===== src/rtl/bsst_pkg.sv =====
`timescale 1ns / 1ps
`default_nettype none

package bsst_pkg;

	localparam int CNT_W = 11;
	localparam int VAL_W = 32;

	// result status codes
	typedef enum logic [1:0] {
		STATUS_OK       = 2'd0,
		STATUS_FULL     = 2'd1,
		STATUS_REVERSED = 2'd2
	} status_t;

	// commands from the controller to the datapath
	typedef struct packed {
		logic load_in;
		logic check;
		logic decide;
		logic init;
		logic shift;
		logic place;
		logic bottom;
		logic load_out;
	} dp_cmd_t;

	// status from the datapath to the controller
	typedef struct packed {
		logic reject;
		logic empty;
		logic above;
		logic idx_zero;
		logic rem_zero;
	} dp_stat_t;

endpackage

`default_nettype wire


===== src/rtl/bsst_ctrl.sv =====
`timescale 1ns / 1ps
`default_nettype none

module bsst_ctrl (
	input  wire logic                clk,
	input  wire logic                arst_n,
	input  wire logic                start,
	input  wire bsst_pkg::dp_stat_t  stat,
	output bsst_pkg::dp_cmd_t        cmd,
	output logic                     busy,
	output logic                     done
);

	import bsst_pkg::*;

	typedef enum logic [6:0] {
		ST_IDLE   = 7'b0000001,
		ST_CHECK  = 7'b0000010,
		ST_DECIDE = 7'b0000100,
		ST_INIT   = 7'b0001000,
		ST_SCAN   = 7'b0010000,
		ST_BOTTOM = 7'b0100000,
		ST_RESULT = 7'b1000000
	} state_t;

	state_t state_q, state_d;
	logic   done_q;

	// sequence one item: check, decide, then insert value by value
	always_comb begin
		state_d = state_q;
		cmd     = '0;
		case (state_q)
			ST_IDLE: begin
				if (start) begin
					cmd.load_in = 1'b1;
					state_d     = ST_CHECK;
				end
			end
			ST_CHECK: begin
				cmd.check = 1'b1;
				state_d   = ST_DECIDE;
			end
			ST_DECIDE: begin
				cmd.decide = 1'b1;
				state_d    = stat.reject ? ST_RESULT : ST_INIT;
			end
			ST_INIT: begin
				cmd.init = 1'b1;
				state_d  = stat.empty ? ST_BOTTOM : ST_SCAN;
			end
			ST_SCAN: begin
				if (stat.above) begin
					cmd.shift = 1'b1;
					state_d   = stat.idx_zero ? ST_BOTTOM : ST_SCAN;
				end else begin
					cmd.place = 1'b1;
					state_d   = stat.rem_zero ? ST_RESULT : ST_INIT;
				end
			end
			ST_BOTTOM: begin
				cmd.bottom = 1'b1;
				state_d    = stat.rem_zero ? ST_RESULT : ST_INIT;
			end
			ST_RESULT: begin
				cmd.load_out = 1'b1;
				state_d      = ST_IDLE;
			end
			default: begin
				state_d = ST_IDLE;
			end
		endcase
	end

	// advance state; done is registered from the result state, so it rises together with the loaded result
	always_ff @(posedge clk or negedge arst_n) begin
		if (!arst_n) begin
			state_q <= ST_IDLE;
			done_q  <= 1'b0;
		end else begin
			state_q <= state_d;
			done_q  <= (state_q == ST_RESULT);
		end
	end

	assign busy = (state_q != ST_IDLE);
	assign done = done_q;

endmodule

`default_nettype wire


===== config.mk =====
export PLATFORM = sky130hd
export DESIGN_NAME = bsst_ctrl
export DESIGN_NICKNAME = d
export VERILOG_FILES = /design/src/rtl/bsst_pkg.sv /design/src/rtl/bsst_ctrl.sv
export SDC_FILE = /design/constraint.sdc
export NUM_CORES = 1
export LEC_CHECK = 0
export BUFFER_PORTS_ARGS = -buffer_cell sky130_fd_sc_hd__buf_4
export CAP_MARGIN = 20
export CORE_AREA = 2 2 39 41
export CTS_BUF_LIST = sky130_fd_sc_hd__clkbuf_4 sky130_fd_sc_hd__clkbuf_8 sky130_fd_sc_hd__clkbuf_16
export CTS_CLUSTER_DIAMETER = 40
export DETAILED_ROUTE_END_ITERATION = 12
export DIE_AREA = 0 0 41 43
export SLEW_MARGIN = 20
export SYNTH_ARGS = -nofsm -noshare
export SYNTH_HDL_FRONTEND = slang
export SYNTH_SLANG_ARGS = --single-unit

===== constraint.sdc =====
create_clock -name clk -period 1.9 [get_ports clk]
set_clock_uncertainty 0.15 [all_clocks]
set_input_delay 0.38 -clock clk [delete_from_list [all_inputs] [get_ports clk]]
set_output_delay 0.38 -clock clk [all_outputs]
set_load 0.1 [all_outputs]

# Yosys cells after proc, flatten, opt, wreduce, memory -nomap -nowiden
# Index checks and enable logic that the tools add are counted.
dict set report classes {
  mux 17
  n_eq_ne 9
}
# op n
set op_table {}
lappend op_table {{one-hot mux 7 bit (6 select lines)} 1}
lappend op_table {{2-to-1 mux 7 bit} 4}
lappend op_table {{2-to-1 mux 6 bit} 2}
lappend op_table {{2-to-1 mux 1 bit} 9}
lappend op_table {{equality test 7 x 1 -> 1 bit (second input constant)} 1}
lappend op_table {{equality test 7 x 2 -> 1 bit (second input constant)} 1}
lappend op_table {{equality test 7 x 3 -> 1 bit (second input constant)} 1}
lappend op_table {{equality test 7 x 4 -> 1 bit (second input constant)} 1}
lappend op_table {{equality test 7 x 5 -> 1 bit (second input constant)} 1}
lappend op_table {{equality test 7 x 6 -> 1 bit (second input constant)} 1}
lappend op_table {{equality test 7 bit (second input constant)} 1}
lappend op_table {{inequality test 7 x 1 -> 1 bit (second input constant)} 1}
lappend op_table {{2-to-1 mux 2 bit} 1}
lappend op_table {{inequality test 2 bit (second input constant)} 1}
dict set report totals {
  output_inout_bits 10
  regBits 8
  input_bits 8
}

# Longest topological paths before layout
# Gate-level depths: netlist of the first run.
dict set report logic_depth {
  word_depth 3
  depth_mapped 3
  mapped_depth_nobuf 3
}

# Worst setup path before layout of the first run
# No wires, ideal clock.
dict set report synth_path {
  path_kind {reg-to-reg}
  from {register state_q[1]}
  to {register done_q (netlist: done)}
  path_slack_ns -2.817
  required_time_ns 1.304
  arrival_time_ns 4.120
  stages_incl_launch_ff 3
  period_less_slack_ns 4.717
  cell_sequence {dfrtp_1 -> or4_4 -> nor4b_1}
}
dict set report synth_via {
  elab_chain_len 1
}
# element line_no
set synth_rtl {}
lappend synth_rtl {{start: declaration} bsst_ctrl.sv:26} ;# state_t state_q, state_d;
lappend synth_rtl {{start signal: assignment} bsst_ctrl.sv:81} ;# state_q <= state_d;
lappend synth_rtl {{equality test 7 bit} bsst_ctrl.sv:82} ;# done_q <= (state_q == ST_RESULT);
lappend synth_rtl {{end signal: assignment} bsst_ctrl.sv:82}
lappend synth_rtl {{end: declaration} bsst_ctrl.sv:27} ;# logic done_q;
# Every way passes these cells.
# A chain may end at the register's enable or synchronous reset.

==> flow_summary.ini, run 1 <==
[outcome]
status = finished, violations left
violations = negative setup slack

[placement]
hpwl_um = 998
gp_congestion = 0.710
port-buffer-count = 17
placed_area_um2 = 828
pre_cts_slack_ns = -0.390

[pwr]
powerDensity_nw_per_um2 = 1360
p_leak_nw = 0.459
vdd_drop_max_v = 0.000717
power_mw = 1.38

[drt]
drtPass1Iterations = 2
vias = 510
wl_per_cell_um = 11.7
drc = 0
postRouteAntennaNets = 0
via_per_inst = 4.86
first_iter_violations = 5
routed_wl_um = 1230

[cells_and_area]
fillers = 106
utilization_pct = 73.7
seqCellArea_um2 = 203
fin_nets = 98
multi_input_area_um2 = 340
drive_gt1_share_pct = 68.5
final_common_cell = buf_4
diodes = 0
area_growth_pct = 119
fin_area_um2 = 1020
final_cell_mix = buf_4 (22), buf_6 (9), inv_1 (6), dfrtp_1 (6), buf_12 (6)

[synth]
yosysWarnings = 0
ys_seq_area_share_pct = 43.3
ys_seq_elements = 8
synth_cell_types = 22
syn_inst = 47
syn-cell-area_um2 = 465
synth_nets = 55
avgSynthCellArea_um2 = 9.90

[timing]
final_hold_viol_count = 0
fin_ws_ns = -0.578
slew_viol_final = 0
tightest_slew_ns = 0.311
rsz0062_at_grt = true
setup_tns_ns = -3.72
max_slew_margin_pct = 79.2
min_period_ns = 2.48
fin_crit_sh_pct = 130
report.final.setup_viol = 11
max_freq_ghz = 0.404

[worst_hold_path]
min_path_cells = 2
hp-class = input pin to flip-flop
min_from = stat[4]
holdPathEnd = state_q[3]

[grt]
grt_remaining_overflow = 0
grt_first_pass_wirelength_um = 1990
grt_pass1_vias = 475
antenna_found_initial = 0
grt_usage_pct = 16.5
grt_max_degree = 9

[cts]
cts_tree = built
clock-root-buffer = clkbuf_4
cts_made_buffers = 3
cts.sinks = 8
cts.path.max_buffers = 2
htreeDepth = 1
path_clk_slew_ns = 0.06
clock_latency_ns = 0.25

[critical_path]
crit_required_ns = 1.37
reg2regPathDepth = 4
cp_max_fo = 2
critPathLaunch = state_q[1]
timing.rr.end = state_q[6]
start_kind = flip-flop
cp-end-kind = output pin
crit_type = flip-flop to output pin
r2r_slack_ns = -0.02
arrival_ns = 1.95
critical_path.reg2reg.startpoint = state_q[1]

[floorplan]
dieArea_um2 = 1760
fp.coreArea_um2 = 1380
die_y_um = 43
die_x_um = 41
start_util_pct = 33.6
io_pins = 18
rows = 14

[job]
cap_violations = 0
-- timing repair --
item                                   CTS  global route
hold buffers                             1             0
gates resized for setup                 27             5
endpoints found under the hold margin    8             0
pin swaps                                4             2
buffers inserted                         1             2
setup endpoints to repair               11            11
-- metal layers --
metal / global-route usage [%] / wire (um) / part of all wire (%) / vias up
li1: - / - / - / 257
met1: 22.4 / 563 / 46 / 238
met2: 25.3 / 590 / 48 / 15
met3: 5.76 / 73 / 5.9 / 0
met4: 2.00 / 0 / 0 / 0
met5: 0 / 0 / 0 / -
-- cell usage after synthesis --
| cell | n | area (um2) |
|---|---|---|
| a21oi_1 | 2 | 10.0 |
| a22o_1 | 2 | 17.5 |
| dfrtp_1 | 7 | 175 |
| dfstp_2 | 1 | 26.3 |
| inv_1 | 7 | 26.3 |
| nor2_1 | 5 | 18.8 |
| nor3_1 | 2 | 10.0 |
| nor4_1 | 2 | 12.5 |
| nor4b_1 | 2 | 17.5 |
| nor4b_2 | 1 | 15.0 |
| o211ai_1 | 1 | 7.51 |
| o21a_1 | 1 | 7.51 |
| o32ai_1 | 2 | 17.5 |
| or2_1 | 2 | 12.5 |
| or2_2 | 1 | 6.26 |
| or2b_1 | 1 | 7.51 |
| or2b_2 | 1 | 8.76 |
| or3_1 | 1 | 6.26 |
| or4_4 | 1 | 11.3 |
| or4b_1 | 2 | 20.0 |
| or4b_4 | 1 | 13.8 |
| xnor2_1 | 2 | 17.5 |
-- cell families after synthesis --
group,count (synthesis),share of synthesized area (%)
compound gates,8,12.9
xor+xnor,2,3.76
buf+inv,7,5.65
flops,8,43.3
simple gates,22,34.4
-- worst max-delay path, cell delays in order (launching register included) --
cell and delay, ns:
dfrtp_1 0.38, or4_4 0.55, or4b_4 0.52, clkinvlp_4 0.10
buf_12 0.16
-- report_power, final --
part	switching (mW)	internal [mW]
registers	0.0221	0.208
clock network	0.0571	0.0945
logic	0.529	0.471
total	0.608	0.774
-- stage by stage --
step           std cells  hold slack (ns)
2_1_floorplan         47          -0.0656
3_3_place_gp          97           0.0503
3_5_place_dp          97           0.0513
4_1_cts              103            0.157
5_1_grt              105            0.149
6_report             105            0.159
-- flip-flops by register name (all words and copies together), names as in the netlist --
register	count
done	1
state_q	7
-- final cells by class --
class	count	area share, %
multi-input cells	32	33.4
inverters	7	2.94
well taps	16	1.96
repair buffers	38	38.9
flip-flops and latches	8	19.9
clock buffers	4	2.94
-- worst max path at each step --
stage / slack [ns] / end / cells after the start
2_1_floorplan: -0.70 / cmd[4] / 2
3_3_place_gp: -0.38 / cmd[5] / 4
3_5_place_dp: -0.39 / cmd[5] / 4
4_1_cts: -0.57 / cmd[5] / 4
5_1_grt: -0.61 / cmd[5] / 4
6_report: -0.58 / cmd[5] / 4
Note: power is estimated with default switching activity, not from simulation.
==> run 2: changes to the inputs <==
Clock period 1.9 ns to 2.1 ns, I/O delays scaled along.
==> run 2 against run 1 <==
  * The run still ends with negative setup slack left
  * Final area is 2.5% lower
  * Register-to-register slack better by 0.20 ns
  * Sequential cell count stayed put
  * Sequential power is 9.6% lower
  * Hold slack better by 0.041 ns
  * Largest cell class unchanged
  * Setup slack better by 0.17 ns
  * Die area stayed put
==> flow_summary.ini, run 2 (same netlist as run 1, synthesis figures left out) <==
[critical_path]
reg2regPathDepth = 4
timing.rr.end = state_q[3]
cpMaxStageDelayCell = or4_4
start_kind = flip-flop
critical_path.reg2reg.startpoint = state_q[1]
arrival_ns = 1.94
critical_path.max_stage_delay_ns = 0.54
r2r_slack_ns = 0.18
crit_type = flip-flop to output pin
cp-end-kind = output pin
crit_chain = or4_4 > or4b_4 > clkinvlp_4 > buf_12
cp_max_fo = 2
crit_required_ns = 1.53

[timing]
max_slew_margin_pct = 82.1
max_freq_ghz = 0.398
hold_ws_ns = 0.200
final_hold_viol_count = 0
fin_ws_ns = -0.410
rsz0062_at_grt = true
fin_crit_sh_pct = 120
tightest_slew_ns = 0.266
min_period_ns = 2.51
report.final.setup_viol = 9
slew_viol_final = 0

[floorplan]
rows = 14
fp.coreArea_um2 = 1380
start_util_pct = 33.6
dieArea_um2 = 1760
die_y_um = 43
io_pins = 18
die_x_um = 41

[pwr]
powerDensity_nw_per_um2 = 1220
power_mw = 1.22
p_leak_nw = 0.444
vdd_drop_max_v = 0.000639

[cts]
path_clk_slew_ns = 0.06
cts_tree = built
cts_made_buffers = 3
cts.path.max_buffers = 2
cts.sinks = 8
clock_latency_ns = 0.26
htreeDepth = 1
clock-root-buffer = clkbuf_4

[cells_and_area]
diodes = 0
fillers = 107
drive_gt1_share_pct = 66.7
largest_reg_flops = 7
fin_nets = 96
final_cell_mix = buf_4 (20), buf_6 (9), inv_1 (6), dfrtp_1 (6), buf_12 (6)
area_growth_pct = 114
largest_register = state_q
fin_area_um2 = 995
final_common_cell = buf_4

[placement]
hpwl_um = 1020
pre_cts_slack_ns = -0.233
placed_area_um2 = 828
port-buffer-count = 17
gp_congestion = 0.708

[outcome]
status = finished, violations left
violations = negative setup slack

[worst_hold_path]
min_from = stat[4]
min_path_cells = 2
hp-class = input pin to flip-flop
holdPathEnd = state_q[3]

[job]
cap_violations = 0

[drt]
vias = 508
drc = 0
first_iter_violations = 1
via_per_inst = 4.93
drtPass1Iterations = 3
routed_wl_um = 1250
postRouteAntennaNets = 0
wl_per_cell_um = 12.2

[grt]
grt_usage_pct = 18.6
grt_max_degree = 9
grt_first_pass_wirelength_um = 2190
grt_pass1_vias = 536
antenna_found_initial = 0
grt_remaining_overflow = 0
==> run 2: cell types whose count changed in the layout (fill, tap and decap cells not counted) <==
cell / delta
o32ai_1: +1
buf_4: -2
or2b_2: +1
or2b_4: -1
o32ai_2: -1
==> run 2: area by class of cell <==
| cell class | count | area (um2) | share of cell area, % |
|---|---|---|---|
| repair buffers | 36 | 382 | 38.4 |
| inverters | 7 | 30.0 | 3.02 |
| clock buffers | 4 | 30.0 | 3.02 |
| flip-flops and latches | 8 | 203 | 20.4 |
| well taps | 16 | 20.0 | 2.01 |
| multi-input cells | 32 | 330 | 33.2 |
==> run 2: critical path, delay by kind of cell, from the launching register on <==
kind	cells	cell delay, ns
AND/OR/NAND/NOR	2	1.06
flip-flops	1	0.37
buffers and inverters	2	0.27
==> run 2: metal layers <==
layer / up-vias / track usage, % / share of wire, %
met5: - / 0 / 0
met4: 0 / 4.00 / 0
met2: 17 / 31.6 / 54
li1: 254 / - / -
met1: 237 / 22.1 / 40
met3: 0 / 5.24 / 6.1
==> run 2: where the power goes <==
group | switching, mW | total, mW | internal, mW
clock | 0.0544 | 0.140 | 0.0857
combinational | 0.465 | 0.869 | 0.404
sequential | 0.0200 | 0.208 | 0.188
total | 0.540 | 1.22 | 0.678
==> run 2: worst max path at each step <==
| stage | startpoint | endpoint | slack [ns] |
|---|---|---|---|
| after global routing | state_q[1] | cmd[5] | -0.46 |
| after CTS | state_q[1] | cmd[5] | -0.41 |
| after global placement | state_q[1] | cmd[5] | -0.22 |
| final | state_q[1] | cmd[5] | -0.41 |
| after detailed placement | state_q[1] | cmd[5] | -0.23 |
| after floorplan | state_q[1] | cmd[4] | -0.54 |
==> run 2: timing repair <==
item                       in CTS  in global routing
hold buffers                    1                  0
hold endpoints to repair        7                  0
setup buffers                   1                  0
resized for setup              25                  5
pin swaps                       6                  3
setup endpoints to repair       9                  9
==> run 2: stage by stage <==
| step | TNS (ns) | std cells | utilization (%) |
|---|---|---|---|
| finish | -2.29 | 103 | 71.9 |
| global route | -2.78 | 103 | 71.9 |
| CTS | -2.55 | 103 | 70.6 |
| detailed placement | -0.808 | 97 | 59.9 |
| global placement | -0.746 | 97 | 59.9 |
| floorplan | -3.93 | 47 | - |
